<file path="config.mk">
export PLATFORM = sky130hd
export DESIGN_NAME = mf3_result_fifo
export DESIGN_NICKNAME = d
export VERILOG_FILES = /design/src/rtl/mf3_pkg.sv /design/src/rtl/mf3_result_fifo.sv
export SDC_FILE = /design/constraint.sdc
export NUM_CORES = 1
export LEC_CHECK = 0
export BUFFER_PORTS_ARGS = -buffer_cell sky130_fd_sc_hd__buf_2
export CAP_MARGIN = 20
export CORE_UTILIZATION = 45
export CTS_BUF_LIST = sky130_fd_sc_hd__clkbuf_16
export DETAILED_ROUTE_END_ITERATION = 8
export GPL_TIMING_DRIVEN = 0
export PLACE_DENSITY = 0.66
export SLEW_MARGIN = 20
export SYNTH_ARGS = -nofsm -noshare
export SYNTH_HDL_FRONTEND = slang
export SYNTH_SLANG_ARGS = --single-unit
</file>
<file path="constraint.sdc">
create_clock -name clk -period 2.3 [get_ports clk]
set_input_delay 0.23 -clock clk [delete_from_list [all_inputs] [get_ports clk]]
set_output_delay 0.23 -clock clk [all_outputs]
set_load 0.01 [all_outputs]
</file>
<file path="src/rtl/mf3_pkg.sv">
`timescale 1ns / 1ps
// ----------------------------------------------------------------------------
// mf3_pkg
// Shared types and constants for the 3x3 median filter with replicated
// borders: pixel and window types, line store ports, result queue items.
// ----------------------------------------------------------------------------
package mf3_pkg;

  typedef logic [7:0] pixel_t;

  // one window column: rows above, middle and below the output position
  typedef struct packed {
    pixel_t top;
    pixel_t mid;
    pixel_t bot;
  } col_t;

  // [0] is the leftmost column
  typedef col_t [2:0] win_t;

  typedef struct packed {
    pixel_t older;
    pixel_t newer;
  } line_pair_t;

  typedef struct packed {
    logic older;
    logic newer;
  } line_we_t;

  typedef struct packed {
    pixel_t pixel;
    logic   last;
  } result_t;

  // up to two results per item, a before b
  typedef struct packed {
    logic [1:0] n;
    result_t    a;
    result_t    b;
  } push_t;

  localparam int APB_DATA_W   = 32;
  localparam int PADDR_W      = 3;
  localparam int REG_ADDR_LSB = 2;
  localparam int CFG_W        = 11;
  localparam int ROW_W        = 10;
  localparam int HEIGHT_LIMIT = 1024;

  localparam logic [CFG_W-1:0] FRAME_WIDTH_RST  = 11'd640;
  localparam logic [CFG_W-1:0] FRAME_HEIGHT_RST = 11'd480;

  localparam int RESULT_DEPTH = 4;
  localparam int RES_PTR_W    = 2;
  localparam int RES_CNT_W    = 3;

  // fill counter value at which the read data is primed
  localparam logic [2:0] FILL_DONE = 3'd4;

  typedef enum logic {
    REG_FRAME_WIDTH  = 1'b0,
    REG_FRAME_HEIGHT = 1'b1
  } reg_sel_t;

endpackage

</file>
<file path="src/rtl/mf3_result_fifo.sv">
`timescale 1ns / 1ps
// ----------------------------------------------------------------------------
// mf3_result_fifo
// Small result queue: takes up to two results per cycle, hands out one.
// The producer keeps count of free slots before it accepts an item.
// ----------------------------------------------------------------------------
module mf3_result_fifo import mf3_pkg::*; (
  input  logic                 clk,
  input  logic                 rst,
  input  push_t                push,
  input  logic                 out_ready,
  output logic                 out_valid,
  output result_t              out_data,
  output logic [RES_CNT_W-1:0] count
);

  result_t              slots [RESULT_DEPTH];
  logic [RES_PTR_W-1:0] wr_ptr;
  logic [RES_PTR_W-1:0] rd_ptr;
  logic                 pop;

  assign out_valid = (count != '0);
  assign pop       = out_valid && out_ready;
  assign out_data  = slots[rd_ptr];

  always_ff @(posedge clk) begin
    if (push.n != 2'd0) begin
      slots[wr_ptr] <= push.a;
    end
    if (push.n == 2'd2) begin
      slots[wr_ptr + RES_PTR_W'(1)] <= push.b;
    end
  end

  always_ff @(posedge clk) begin
    if (rst) begin
      wr_ptr <= '0;
      rd_ptr <= '0;
      count  <= '0;
    end else begin
      wr_ptr <= wr_ptr + RES_PTR_W'(push.n);
      rd_ptr <= rd_ptr + RES_PTR_W'(pop);
      count  <= count + RES_CNT_W'(push.n) - RES_CNT_W'(pop);
    end
  end

endmodule

</file>
# Word-level counts from Yosys, hierarchy flattened
# Memories as Yosys holds them, arrays and structs flattened. A register that Yosys moved wholly into a read port is not among the register bits.
# Index checks and enable logic that the tools add are counted.
[word_totals] register_bits=7 latchBits=0 ram_bits=36 mem_bits_ro=0 output_inout_bits=13 wordCells=18 memories=1
[op_classes] addsub=5 multipliers=0 div=0 magnitude_cmp=0 eq_ne=1 n_shift=0 n_mux=5 bitwise=0 reduce_logical=3
[memory_table] memory="slots" depth=4 word_bits=9 read_ports=1 rd_clocked_by_memory_dff=1 wr=2 line_no="mf3_result_fifo.sv:17" rtl="result_t slots [RESULT_DEPTH];"
[ops] cell="1-bit two-way mux" n=4
[ops] cell="3-bit by 2-bit adder with 3-bit output" n=1
[ops] cell="3-bit nonzero test" n=1
[ops] cell="3-bit by 1-bit subtractor with 3-bit output" n=1
[ops] cell="2-bit by 1-bit adder with 2-bit output" n=1
[ops] cell="2-bit by 1-bit adder with 2-bit output (second input constant)" n=1
[ops] cell="2-bit adder" n=1
[ops] cell="2-bit equality test (second input constant)" n=1
[ops] cell="2-bit two-way mux" n=1
[ops] cell="2-bit nonzero test" n=1
[ops] cell="1-bit logical AND" n=1

# Longest topological paths before layout
# Gate-level depths: netlist of run 1.
[depth] depth_word=4 mapped_depth=7 depth_no_buf=7

# Least setup slack after synthesis of run 1
# OpenSTA, ideal clock, no wires.
[synth_timing] path_type="register to register" start="register wr_ptr[0]" end="memory slots[1][0] (netlist name) (data pin)" arrival_ns=1.423 required_ns=2.040 path_slack_ns=0.617 stages_incl_launch_ff=4 path_buffers=1 path_cell_list="dfxtp_1 -> buf_2 -> nor4b_4 -> mux2_4"
[synth_lines] item="from (decl)" line_no="mf3_result_fifo.sv:18" rtl="logic [RES_PTR_W-1:0] wr_ptr;"
[synth_lines] item="from (signal assigned)" line_no="mf3_result_fifo.sv:41" rtl="wr_ptr <= wr_ptr + RES_PTR_W'(push.n);"
[synth_lines] item="to (decl)" line_no="mf3_result_fifo.sv:17"

==> metrics.txt, run 1 <==
fin. max-slew vios=0; die footprint=5240 µm²; hold crit path type=in -> reg; worst skew pair latency=0.28 ns; CTS tree=built; hold depth=2; drt drc=0; mux share of post-synthesis cell area=0.307; Seq cells post-synth=43; slowest cell on the critical path=nand4b_1; syn avg cell area=16.8 µm²; RePlAce Congestion=0.663; post-synthesis simple-gate area fraction=0.0538; post-CTS sizing=0; final instance area=2680 µm²; GRT overflow=0; Total GRT Usage=0.177; Clock Skew=0.00320 ns; Post-layout nets=201; vias in the first global route=1325; Max clock buf depth=2; Non-Filler Instances=242; number of I/O port buffers=33; number of max-cap violations=0; final WL=4230 µm; first-pass GRT wire length=6600 µm; Initial Util=0.469; Vias=1277; post-synthesis xor/xnor area fraction=0.0208; number of iterations in the first detailed-routing pass=4; adder-cell area share of the yosys netlist=0.0258; CP peak stage delay=0.56 ns; warnings from Yosys=0; CP arrival=2.03 ns; sequential fraction of the synthesis area=0.547; Core ar.=4750 µm²; most common cell after layout, fill and taps aside=buf_2; setup violators final=0; Fill cells=397; Mapped Area=2230 µm²; initial DRC count=35; Routed WL per cell=17.5 µm; # hold bufs at CTS=0; outcome=completed; RSZ-0062 raised after global routing=no; clk sinks=43; Post-Place Worst Slack=0.147 ns; Synth Area in Compound Gates=0.0185; layout cells sized above 1=0.560; worst setup path class=reg -> reg; Area after DPL=2490 µm²; crit share post-route=0.889; Fmax achieved=489 MHz; post-synth net total=160; fin crit period=2.04 ns; worst path required time=2.29 ns; ANT nets after route=0; Register Area=1220 µm²; Worst-path clk slew=0.06 ns; chip width=72.4 µm; Final HPWL DP=2940 µm; H-tree levels=2; critical path peak fanout=10; post-synth cell types=24; n_diodes=0; r2r setup slk=0.26 ns; PwrDens=941 nW/µm²; io pins=36; final hold violation count=0; Post-CTS Setup Bufs=0; largest family of logic cells by synthesized area=multiplexers; placed insts=234; maximum VDD drop=0.000543 V; largest net degree at the start of global routing=14; vias per std cell=5.28; capturing element type of the critical path=register; Worst-Margin Slew=0.997 ns; fin worst setup slack=0.256 ns; leak pwr=1.04 nW; Mapped Cells=133; Num CTS Buffers=5; relative slew slack=0.334; die height=72.4 µm; area delta synth->final=20.2%; commonest non-fill, non-tap cells in the layout=buf_2, edfxtp_1, mux2_2, mux2_4, mux4_2; number of cells on the worst reg-to-reg path=4; row count=25; initial antenna violation count=0; CP Cell Sequence=buf_2 > nand4b_1 > o31ai_2 > buf_4; CP Launch Type=register; area of the multi-input gates=955 µm²; Root Driver=clkbuf_16
per-layer routing:
layer	part of all wire	GRT usage	vias to the layer above
met5	0	0	-
met4	0.013	0.0588	0
met3	0.035	0.0403	6
met2	0.54	0.322	25
met1	0.41	0.206	645
li1	-	-	601
synthesized netlist by cell type (all sizes together):
master | instances | area share
mux4 | 9 | 0.091
mux2 | 38 | 0.21
o31ai | 2 | 0.0067
xor3 | 1 | 0.011
nor2b | 5 | 0.014
nor2 | 8 | 0.013
or3 | 1 | 0.0028
fa | 1 | 0.0090
clkbuf | 2 | 0.0034
o311ai | 1 | 0.0039
dfxtp | 7 | 0.063
edfxtp | 36 | 0.48
nor4b | 1 | 0.011
nand4b | 1 | 0.0039
nor4bb | 2 | 0.0090
o21ba | 1 | 0.0045
xnor3 | 1 | 0.010
a21o | 1 | 0.0034
buf | 7 | 0.019
mux2i | 2 | 0.0090
inv | 3 | 0.0050
ha | 3 | 0.017
path summary, 6_finish.rpt:
check                            start                    end
setup / recovery  wr_ptr[0]$_SDFF_PP0_  slots[0][6]$_DFFE_PP_
hold / removal                 push[2]  slots[1][2]$_DFFE_PP_
setup reg to reg  wr_ptr[0]$_SDFF_PP0_  slots[0][6]$_DFFE_PP_
hold reg to reg   wr_ptr[0]$_SDFF_PP0_   wr_ptr[0]$_SDFF_PP0_
critical path, delay by kind of cell, from the launching register on:
| family | cells | cell delay, ns |
|---|---|---|
| flops | 1 | 0.33 |
| compound gates | 1 | 0.40 |
| buf+inv | 2 | 0.46 |
| simple gates | 1 | 0.56 |
sequential cells by signal, indices dropped and copies added, names as in the netlist:
signal	flops
count	3
slots	36
wr_ptr	2
rd_ptr	2
logic make-up after synthesis:
logic type      after synthesis
mux                          49
flops                        43
simple gates                 18
buf+inv                      12
compound gates                5
fa+ha+maj                     4
xor+xnor                      2
layout make-up:
class,instances,share of cell area
inverter,3,0.00420
timing repair buffer,34,0.0644
tap,67,0.0313
clock buffer,5,0.0467
buffer,9,0.0182
clock inverter,3,0.0238
multi-input combinational,78,0.356
sequential,43,0.455
report_power, final:
part	internal (W)	total, W	leakage (nW)	switching (W)
Combinational	0.000331	0.000622	0.546	0.000291
Clock	0.000618	0.000895	0.0952	0.000277
Sequential	0.000960	0.00101	0.396	0.0000469
through the flow:
step	hold slack, ns	total power, W	TNS, ns	util
after floorplan	0.448	0.00145	0	-
after global placement	0.562	0.00162	-0.313	0.522
after detailed placement	0.572	0.00166	0	0.524
after CTS	0.282	0.00255	0	0.564
after global routing	0.286	0.00263	0	0.564
final	0.282	0.00252	0	0.564
Note: power is estimated with default switching activity, not from simulation.
==> run 2: changes to the inputs <==
CTS_CLUSTER_SIZE = 40   (was unset)
clock period = 2 ns   (was 2.3 ns; I/O delays follow)
==> metrics.txt, run 2 (synthesized netlist as in run 1, its figures left out) <==
outcome=completed (unchanged); CP Launch Type=register (unchanged); CTS tree=built (unchanged); RR Startpoint=wr_ptr[0]$_SDFF_PP0_ (unchanged); worst setup path class=reg -> reg (unchanged); PwrDens=1080 nW/µm² (was 941 nW/µm²); GRT overflow=0 (unchanged); Root Driver=clkbuf_16 (unchanged); fin worst setup slack=0.0657 ns (was 0.256 ns); Post-Place Worst Slack=-0.123 ns (was 0.147 ns); drt drc=0 (unchanged); vias in the first global route=1325 (unchanged); Total GRT Usage=0.177 (unchanged); first-pass GRT wire length=6600 µm (unchanged); Initial Util=0.469 (unchanged); most common cell after layout, fill and taps aside=buf_2 (unchanged); CP arrival=1.97 ns (was 2.03 ns); capturing element type of the critical path=register (unchanged); initial DRC count=43 (was 35); fin crit period=1.93 ns (was 2.04 ns); total power=0.00291 W (was 0.00252 W); leak pwr=1.04 nW (about the same); row count=25 (unchanged); setup TNS=0 ns (unchanged); Top reg by flops=slots (unchanged); largest net degree at the start of global routing=14 (unchanged); setup violators final=0 (unchanged); Vias=1278 (was 1277); final hold violation count=0 (unchanged); Fmax achieved=517 MHz (was 489 MHz); Fill cells=396 (was 397); die height=72.4 µm (unchanged); Post-layout nets=202 (was 201); H-tree levels=2 (unchanged); commonest non-fill, non-tap cells in the layout=buf_2, edfxtp_1, mux2_2, mux2_4, mux4_2 (unchanged); area delta synth->final=20.7% (was 20.2%); relative slew slack=0.329 (was 0.334); fin. max-slew vios=0 (unchanged); crit share post-route=0.967 (was 0.889); vias per std cell=5.26 (was 5.28); Clock Skew=0.00359 ns (was 0.00320 ns); critical path startpoint=wr_ptr[0]$_SDFF_PP0_ (unchanged); worst path required time=2.03 ns (was 2.29 ns); clk sinks=43 (unchanged); number of I/O port buffers=33 (unchanged); RePlAce Congestion=0.663 (unchanged); chip width=72.4 µm (unchanged); number of iterations in the first detailed-routing pass=4 (unchanged); n_diodes=0 (unchanged); # hold bufs at CTS=0 (unchanged); initial antenna violation count=0 (unchanged); Worst-Margin Slew=1.01 ns (was 0.997 ns); layout cells sized above 1=0.568 (was 0.560); die footprint=5240 µm² (unchanged); worst skew pair latency=0.28 ns (about the same); Final HPWL DP=2940 µm (unchanged); hold crit path type=in -> reg (unchanged); maximum VDD drop=0.000624 V (was 0.000543 V); Largest regs=slots x36, count x3 (unchanged); Hold Crit Start=push[2] (unchanged); number of max-cap violations=0 (unchanged); Worst-path clk slew=0.06 ns (about the same); Max clock buf depth=2 (unchanged); ANT nets after route=0 (unchanged); Largest register FFs=36 (unchanged); Num CTS Buffers=5 (unchanged); Routed WL per cell=17.4 µm (was 17.5 µm); WHS=0.252 ns (was 0.282 ns); RSZ-0062 raised after global routing=no (unchanged); io pins=36 (unchanged); final WL=4230 µm (unchanged); critical path peak fanout=9 (was 10); Core ar.=4750 µm² (unchanged)
[run 2: cell count changes in the layout (fill, tap and decap cells not counted), sizes merged]
cell / before / now
clkbuf: 7 / 8
[run 2: path summary, 6_finish.rpt]
kind	end	depth (start not counted)	slack [ns]
max	slots[1][1]$_DFFE_PP_	3	0.07
min	slots[1][2]$_DFFE_PP_	2	0.25
max reg2reg	slots[1][1]$_DFFE_PP_	3	0.07
min reg2reg	wr_ptr[0]$_SDFF_PP0_	2	0.59
[run 2: what timing repair did]
action | in CTS | in global routing
setup buffers | 1 | 0
pin swaps | 1 | 0
endpoints found under the setup margin | 5 | 9
resized for setup | 0 | 3
[run 2: layout make-up]
cell class | count | area, µm² | share of cell area
Clock inverter | 3 | 63.8 | 0.0237
Clock buffer | 5 | 125 | 0.0465
Tap cell | 67 | 83.8 | 0.0311
Multi-Input combinational cell | 78 | 955 | 0.355
Buffer | 9 | 52.6 | 0.0195
Sequential cell | 43 | 1220 | 0.454
Inverter | 3 | 11.3 | 0.00418
Timing Repair Buffer | 35 | 180 | 0.0669
[run 2: stage by stage]
stage,cell area (µm²),std cells,util
finish,2690,243,0.566
global route,2690,243,0.566
CTS,2690,243,0.566
global placement,2480,233,0.522
floorplan,2230,133,-
detailed placement,2490,234,0.524
[run 2: metal layers]
metal,vias up,wire length [µm],track usage
met3,6,178,0.0403
met5,-,0,0
li1,605,-,-
met2,29,2280,0.322
met1,638,1720,0.206
met4,0,53,0.0588
[run 2: critical path, cell delays in order, from the launching register on]
cell and delay (ns):
dfxtp_1 0.31, buf_2 0.16, nor4b_4 0.85, mux2_4 0.36
[run 2: power breakdown]
group	internal (W)	leakage [nW]	total [W]	switching, W
sequential	0.00110	0.396	0.00116	0.0000539
clock	0.000710	0.0952	0.00103	0.000319
combinational	0.000385	0.553	0.000719	0.000334
