### src/rtl/mf3_pkg.sv
`timescale 1ns / 1ps
// ----------------------------------------------------------------------------
// mf3_pkg
// Shared types and constants for the 3x3 median filter with replicated
// borders: pixel and window types, line store ports, result queue items.
// ----------------------------------------------------------------------------
package mf3_pkg;

  typedef logic [7:0] pixel_t;

  // one window column: rows above, middle and below the output position
  typedef struct packed {
    pixel_t top;
    pixel_t mid;
    pixel_t bot;
  } col_t;

  // [0] is the leftmost column
  typedef col_t [2:0] win_t;

  typedef struct packed {
    pixel_t older;
    pixel_t newer;
  } line_pair_t;

  typedef struct packed {
    logic older;
    logic newer;
  } line_we_t;

  typedef struct packed {
    pixel_t pixel;
    logic   last;
  } result_t;

  // up to two results per item, a before b
  typedef struct packed {
    logic [1:0] n;
    result_t    a;
    result_t    b;
  } push_t;

  localparam int APB_DATA_W   = 32;
  localparam int PADDR_W      = 3;
  localparam int REG_ADDR_LSB = 2;
  localparam int CFG_W        = 11;
  localparam int ROW_W        = 10;
  localparam int HEIGHT_LIMIT = 1024;

  localparam logic [CFG_W-1:0] FRAME_WIDTH_RST  = 11'd640;
  localparam logic [CFG_W-1:0] FRAME_HEIGHT_RST = 11'd480;

  localparam int RESULT_DEPTH = 4;
  localparam int RES_PTR_W    = 2;
  localparam int RES_CNT_W    = 3;

  // fill counter value at which the read data is primed
  localparam logic [2:0] FILL_DONE = 3'd4;

  typedef enum logic {
    REG_FRAME_WIDTH  = 1'b0,
    REG_FRAME_HEIGHT = 1'b1
  } reg_sel_t;

endpackage

### src/rtl/mf3_median9.sv
`timescale 1ns / 1ps
// ----------------------------------------------------------------------------
// mf3_median9
// Median of a 3x3 window: sort each column, then take the median of
// (max of lows, median of mids, min of highs).
// ----------------------------------------------------------------------------
module mf3_median9 import mf3_pkg::*; (
  input  win_t   win,
  output pixel_t median
);

  function automatic pixel_t min2(pixel_t a, pixel_t b);
    return (a < b) ? a : b;
  endfunction

  function automatic pixel_t max2(pixel_t a, pixel_t b);
    return (a < b) ? b : a;
  endfunction

  function automatic pixel_t med3(pixel_t a, pixel_t b, pixel_t c);
    return max2(min2(a, b), min2(max2(a, b), c));
  endfunction

  pixel_t lo [3];
  pixel_t md [3];
  pixel_t hi [3];
  pixel_t lo_max, md_med, hi_min;

  always_comb begin
    for (int i = 0; i < 3; i++) begin
      lo[i] = min2(min2(win[i].top, win[i].mid), win[i].bot);
      hi[i] = max2(max2(win[i].top, win[i].mid), win[i].bot);
      md[i] = med3(win[i].top, win[i].mid, win[i].bot);
    end
    lo_max = max2(max2(lo[0], lo[1]), lo[2]);
    hi_min = min2(min2(hi[0], hi[1]), hi[2]);
    md_med = med3(md[0], md[1], md[2]);
    median = med3(lo_max, md_med, hi_min);
  end

endmodule

### config.mk
export PLATFORM = sky130hd
export DESIGN_NAME = mf3_median9
export DESIGN_NICKNAME = d
export VERILOG_FILES = /design/src/rtl/mf3_pkg.sv /design/src/rtl/mf3_median9.sv
export SDC_FILE = /design/constraint.sdc
export NUM_CORES = 1
export LEC_CHECK = 0
export BUFFER_PORTS_ARGS = -buffer_cell sky130_fd_sc_hd__clkbuf_2
export CAP_MARGIN = 20
export CORE_MARGIN = 3
export CORE_UTILIZATION = 54
export DETAILED_ROUTE_END_ITERATION = 6
export GPL_TIMING_DRIVEN = 0
export PLACE_DENSITY = 0.71
export SLEW_MARGIN = 30
export SYNTH_ARGS = -nofsm -noshare
export SYNTH_HDL_FRONTEND = slang
export SYNTH_SLANG_ARGS = --single-unit
export TNS_END_PERCENT = 5
### constraint.sdc
create_clock -name vclk -period 22.5
set_input_delay 2.25 -clock vclk [all_inputs]
set_output_delay 2.25 -clock vclk [all_outputs]
set_load 0.02 [all_outputs]
== Word-level counts from Yosys, hierarchy flattened ==
Cells that the tools add are included.

* Output and inout bits: 8
* Word-level logic and storage cells: 52
* Input port bits: 72
* Register bits after elaboration: 0

* Mux-type cells: 30
* $lt $le $gt $ge: 22

{| class="wikitable"
|+ Operators with widths
! kind !! number
|-
| $mux 8 || 30
|-
| $lt 8x8->1 || 22
|}

== Logic depth before layout (Yosys ltp) ==
Gate-level depths: netlist of run 1.

* Depth after elaboration: 18
* Depth in mapped cells: 98
* Mapped depth without buffers: 88

== Worst setup path before layout of run 1 ==
OpenSTA, ideal clock, no wires.

* Path type: input to output
* Start: in win[33] (netlist name)
* End: out median[0]
* Path slack: 1.622 ns
* Required time: 20.250 ns
* Path buffers: 10
* Cell stages on the path: 86
* Arrival: 18.628 ns
* Path through: inv_1 ha_1 a2111o_1 a31oi_1 nor2_1 clkbuf_1 o21ai_0 ha_1 a211oi_1 o21ai_0 a21oi_1 and2_1 buf_6 clkbuf_1 nor2_1 a21oi_1 ha_1 a21o_1 [50 not listed] a31o_2 and2_1 ha_1 a21o_1 a21oi_1 o21ai_0 o41a_2 buf_6 mux2_1 ha_1 a21o_1 a21o_1 a21oi_1 nand3_1 o31ai_4 buf_4 a21oi_1 nor4_2

* Cells in the longest elaborated chain, start to end: 18
* Elaborated cells between the ends (all ways): 32
* Classes of those cells: order compare (14); mux (18)

{| class="wikitable"
|+ RTL lines
! item !! line !! text
|-
| start: declaration || mf3_median9.sv:8 || <nowiki>input win_t win,</nowiki>
|-
| $lt 8x8->1 || mf3_median9.sv:13, mf3_median9.sv:17 ||
|-
| $mux 8 || mf3_median9.sv:17 || <nowiki>return (a < b) ? b : a;</nowiki>
|-
| $lt 8x8->1 || mf3_median9.sv:13, mf3_median9.sv:17 ||
|-
| $mux 8 || mf3_median9.sv:13 || <nowiki>return (a < b) ? a : b;</nowiki>
|-
| $lt 8x8->1 || mf3_median9.sv:17 ||
|-
| $mux 8 || mf3_median9.sv:17 ||
|-
| $lt 8x8->1 || mf3_median9.sv:13, mf3_median9.sv:17 ||
|-
| $mux 8 || mf3_median9.sv:17 ||
|-
| [2 not listed] || -- ||
|-
| $lt 8x8->1 || mf3_median9.sv:17 ||
|-
| $mux 8 || mf3_median9.sv:17 ||
|-
| $lt 8x8->1 || mf3_median9.sv:13, mf3_median9.sv:17 ||
|-
| $mux 8 || mf3_median9.sv:17 ||
|-
| $lt 8x8->1 || mf3_median9.sv:13 ||
|-
| $mux 8 || mf3_median9.sv:13 ||
|-
| $lt 8x8->1 || mf3_median9.sv:17 ||
|-
| $mux 8 (*) || mf3_median9.sv:17 ||
|-
| end: declaration || mf3_median9.sv:9 || <nowiki>output pixel_t median</nowiki>
|}

Mark *: on every way between the ends. The rest lies on a longest branch, timed or not.

== Final worst setup path of run 1 ==
* Start: in win[33] (netlist name)
* End: out median[5]

The elaborated chain is that of the path after synthesis.

==> results of run 1 <==
-- how the worst max path moves through the flow --
stage            start        end  slack [ns]
2_1_floorplan  win[33]  median[0]        1.62
3_3_place_gp   win[33]  median[0]       -1.09
3_5_place_dp   win[33]  median[0]       -1.17
4_1_cts         win[9]  median[0]        0.11
5_1_grt         win[9]  median[0]       -0.09
6_report       win[33]  median[5]        0.94
-- cells in the final DEF (no fill, tap or decap), types with 6 or more instances in the layout --
| cell | synthesis | routed |
|---|---|---|
| a211o_1 | 8 | 8 |
| a211oi_1 | 9 | 7 |
| a21o_1 | 28 | 28 |
| a21oi_1 | 87 | 79 |
| a21oi_2 | 2 | 9 |
| and3_1 | 7 | 7 |
| buf_2 | 3 | 6 |
| buf_4 | 2 | 20 |
| clkbuf_1 | 21 | 12 |
| clkbuf_2 | 0 | 80 |
| ha_1 | 146 | 146 |
| inv_1 | 105 | 105 |
| mux2_2 | 23 | 23 |
| mux2i_1 | 80 | 77 |
| nand2_1 | 124 | 122 |
| nand2b_1 | 13 | 13 |
| nand3_1 | 22 | 20 |
| nand4_1 | 13 | 13 |
| nor2_1 | 61 | 58 |
| nor2b_1 | 9 | 8 |
| nor3_1 | 7 | 6 |
| o211ai_1 | 8 | 8 |
| o21a_1 | 14 | 14 |
| o21ai_0 | 127 | 109 |
| o21ai_1 | 6 | 16 |
| o21ai_2 | 1 | 9 |
-- cell families after synthesis --
logic type | after synthesis | synth area share [%]
and+or+nand+nor | 289 | 18.9
adders and majority gates | 151 | 26.1
muxes | 106 | 15.2
xor gates and xnor gates | 2 | 0.244
AOI/OAI and AO/OA | 356 | 32.0
buffers and inverters | 135 | 7.43
-- stage by stage --
stage | instance area, µm² | utilization (%) | worst slack (ns) | TNS, ns | hold slack (ns)
floorplan | 7180 | - | 1.62 | 0 | 5.05
global placement | 7790 | 60.7 | -1.09 | -8.46 | 5.38
detailed placement | 7790 | 60.7 | -1.17 | -9.07 | 5.40
CTS | 7850 | 61.2 | 0.115 | 0 | 5.40
global route | 8150 | 63.6 | -0.0851 | -0.396 | 5.49
finish | 8150 | 63.6 | 0.942 | 0 | 5.40
-- layer usage --
metal	share of wire (%)	track usage, %
met5	0	0
met4	2.0	4.83
met3	4.3	1.03
met2	45	44.8
met1	49	38.9
-- area by class of cell --
class | instances | area, µm² | area share [%]
multi-input cells | 905 | 6840 | 83.9
repair buffers | 97 | 546 | 6.69
inverters | 105 | 394 | 4.83
well taps | 172 | 215 | 2.64
plain buffers | 29 | 160 | 1.96
-- timing repair --
| item | 4_1_cts | 5_1_grt |
|---|---|---|
| pin swaps | 2 | 14 |
| buffers inserted | 2 | 15 |
| resized for setup | 19 | 72 |
| setup endpoints to repair | 8 | 8 |
| cloned | 0 | 2 |
==> qor.csv, run 1 <==
stage,metric,value,unit
run_status,status,completed,
min_path,Hold Path Class,primary input to output port,
finish,Storage cell area,0,µm²
finish,nets,1356,
detailed_routing,Post-route DRC,0,
critical_path,Critical Path Fanout Max,10,
global_route,vias in the first global route,7085,
finish,Area Overhead vs Synth,13.6,%
critical_path,CP Data Required Time,20.25,ns
detailed_routing,DR pass1 iterations,5,
critical_path,Worst path depth,92,
finish,CLK BUF,0,
synthesis,Area contributors post-synth,"ha_1 (25%), mux2i_1 (11%), o21ai_0 (8.9%)",
detailed_routing,Vias,7809,
global_route,global-route wire length before repair,33.3,mm
min_path,WHS Path Cells,8,
floorplan,Die W,121,µm
sta,number of setup violations in the final report,0,
detailed_routing,drt total wl,20.6,mm
floorplan,die area,14700,µm²
synthesis,"Distinct cells, synth",83,
critical_path,Critical Path Max Stage Delay,0.52,ns
global_route,largest net degree at the start of global routing,15,
synthesis,"Seq/Total Area, Yosys",0,%
synthesis,"count leader, synth",ha_1,
global_route,initial antenna violation count,0,
floorplan,Core Box Area,12800,µm²
floorplan,num rows,41,
critical_path,Arrival @ worst endpoint,19.31,ns
detailed_routing,drt wl/cell,15.8,µm
sta,Max Fclk,46.4,MHz
sta,Final period util,95.8,%
synthesis,post-synth top area share,25.4,%
synthesis,Synthesized Nets,1257,
place,IO buf count,79,
critical_path,crit path kind,primary input to output port,
synthesis,synth warn,0,
finish,count of flip-flops and latches,0,
critical_path,"most used cell, CP",a21o_1,
sta,crit path time final,21.56,ns
floorplan,Die H,121,µm
critical_path,crit-path leading delay family,compound AO/OA/AOI/OAI gates,
sta,Slew Limit Headroom,41.0,%
floorplan,Starting Density,56.0,%
sta,fin. max-slew vios,0,
detailed_routing,DR vias/cell,5.97,
critical_path,"Buf+Inv Stages, Crit Path",16,
place,placed cell count,1290,
detailed_routing,DR iter-0 viols,474,
place,Final Wtd Congestion,0.923,
critical_path,CP startpoint kind,primary input,
finish,fillers,1262,
critical_path,CP max-delay cell,o41a_4,
synthesis,Synth top cells by count,"ha_1 (146), o21ai_0 (127), nand2_1 (124), inv_1 (105), a21oi_1 (87)",
finish,Ant. Diodes,0,
synthesis,"Cell Area, Synth",7180,µm²
synthesis,leading area contributor after synthesis,ha_1,
min_path,hold endpoint,median[5],
job,MaxCap Viol Count,0,
floorplan,IO Count,80,
sta,"Hold Vio Cnt, Final",0,
global_route,GRT Total Usage,26.9,%
critical_path,CP Capture Type,output port,
min_path,min-delay src,win[53],
clock_network,hold_buf cts,0,
finish,Layout Cells excl Fill,1308,
synthesis,Cells after Synth,1039,
global_route,grt ovf,0,
finish,share of cells above drive strength 1,17.2,%
place,HPWL after DPL,17.5,mm
sta,Slew @ Worst Pin,0.886,ns
synthesis,syn avg cell area,6.91,µm²
detailed_routing,DRT antenna net count,0,
Power of run 1 is not shown: default switching activity piles up to over one toggle a cycle in this logic, so the estimate is an artifact.
==> inputs of run 2 (changes only) <==
==> constraint.sdc (replaced) <==
create_clock -name vclk -period 22.5
set_input_delay 2.25 -clock vclk [all_inputs]
set_output_delay 2.25 -clock vclk [all_outputs]
set_load 0.01 [all_outputs]
==> run 2 against run 1 <==
Net effect: non-clock buffer count decreased by 1; utilization decreased by 0.11 points; design area decreased by 0.17%; critical path type unchanged; largest cell class unchanged.
==> qor.csv, run 2 (synthesis results as in run 1) <==
stage,metric,value,unit,change
critical_path,Arrival @ worst endpoint,19.35,ns,+0.04 ns
floorplan,Die W,121,µm,unchanged
sta,Slew @ Worst Pin,0.858,ns,-0.0281 ns
finish,fillers,1271,,+0.71%
floorplan,die area,14700,µm²,unchanged
finish,count of flip-flops and latches,0,,unchanged
sta,number of setup violations in the final report,0,,unchanged
sta,crit path time final,21.60,ns,+0.0383 ns
critical_path,Critical Path Max Stage Delay,0.52,ns,about the same
min_path,Hold Path Class,primary input to output port,,
sta,"Hold Vio Cnt, Final",0,,unchanged
place,IO buf count,79,,unchanged
detailed_routing,Vias,7797,,-0.15%
critical_path,crit path kind,primary input to output port,,
floorplan,IO Count,80,,unchanged
floorplan,Core Box Area,12800,µm²,unchanged
global_route,largest net degree at the start of global routing,11,,-4
finish,nets,1354,,-0.15%
job,MaxCap Viol Count,0,,unchanged
finish,CLK BUF,0,,unchanged
place,HPWL after DPL,17.5,mm,unchanged
critical_path,CP startpoint kind,primary input,,
sta,Max Fclk,46.3,MHz,-0.18%
global_route,global-route wire length before repair,33.3,mm,about the same
detailed_routing,Post-route DRC,0,,unchanged
sta,Slew Limit Headroom,42.6,%,+1.6 points
place,DP Worst Slack,-1.13,ns,+0.0366 ns
finish,Storage cell area,0,µm²,unchanged
floorplan,Starting Density,56.0,%,unchanged
critical_path,CP Capture Type,output port,,
finish,Ant. Diodes,0,,unchanged
sta,post-route setup slack,0.904,ns,-0.0383 ns
finish,share of cells above drive strength 1,17.2,%,+0.030 points
sta,Hold WS,5.37,ns,-0.0339 ns
detailed_routing,DR pass1 iterations,6,,+1
finish,"commonest non-fill, non-tap cell in the layout",ha_1,,
run_status,status,completed,,
critical_path,Critical Path Fanout Max,10,,unchanged
sta,fin. max-slew vios,0,,unchanged
floorplan,num rows,41,,unchanged
detailed_routing,drt total wl,20.6,mm,about the same
critical_path,CP max-delay cell,o41a_4,,
global_route,vias in the first global route,7090,,+0.071%
detailed_routing,DR vias/cell,5.97,,about the same
finish,"commonest non-fill, non-tap cells in the layout","ha_1 (145), nand2_1 (123), o21ai_0 (109)",,
critical_path,origin of the worst setup path,win[33],,
min_path,min-delay src,win[53],,
finish,Area Overhead vs Synth,13.4,%,
detailed_routing,drt wl/cell,15.8,µm,+0.20%
global_route,grt ovf,0,,unchanged
critical_path,"most used cell, CP",a21o_1,,
detailed_routing,DR iter-0 viols,458,,-3.4%
critical_path,CP Data Required Time,20.25,ns,about the same
global_route,initial antenna violation count,0,,unchanged
global_route,GRT Total Usage,26.9,%,about the same
floorplan,Die H,121,µm,unchanged
sta,Final period util,96.0,%,+0.17 points
place,Final Wtd Congestion,0.923,,unchanged
detailed_routing,DRT antenna net count,0,,unchanged
## run 2: repair_timing
action / in CTS / in global routing
pin swaps: 1 / 13
hold buffers: 0 / 0
setup endpoints to repair: 8 / 8
gates resized for setup: 18 / 75
cloned: 0 / 1
setup buffers: 1 / 14
## run 2: critical path, delay by kind of cell
family | cells | cell delay, ns
mux | 3 | 0.64
simple gates | 21 | 2.69
buf+inv | 16 | 2.68
compound gates | 44 | 8.45
fa+ha+maj | 9 | 2.63
## run 2: routing by layer
layer	part of all wire (%)	GRT usage (%)	up-vias	routed length (µm)
li1	-	-	4041	-
met1	49	38.9	3545	10000
met2	45	44.8	189	9230
met3	4.6	1.03	22	943
met4	2.0	4.83	0	411
met5	0	0	-	0
## run 2: worst paths after layout
| kind | end | slack, ns | cells past startpoint |
|---|---|---|---|
| worst max-delay path | median[5] | 0.90 | 93 |
| worst min-delay path | median[5] | 5.37 | 8 |
## run 2: cell type report
type                       instances  area, µm²  share of cell area, %
tap                              172        215                   2.64
inverter                         105        394                   4.84
multi-input combinational        904       6830                   84.0
timing repair buffer              95        528                   6.49
buffer                            30        168                   2.06
## run 2: stage by stage
stage	cells	utilization, %	setup TNS (ns)	area, µm²
2_1_floorplan	1039	-	0	7180
3_3_place_gp	1290	60.7	-8.18	7790
3_5_place_dp	1290	60.7	-8.79	7790
4_1_cts	1291	61.2	0	7840
5_1_grt	1306	63.5	-0.846	8140
6_report	1306	63.5	0	8140
Power of run 2 is left out for the same reason.
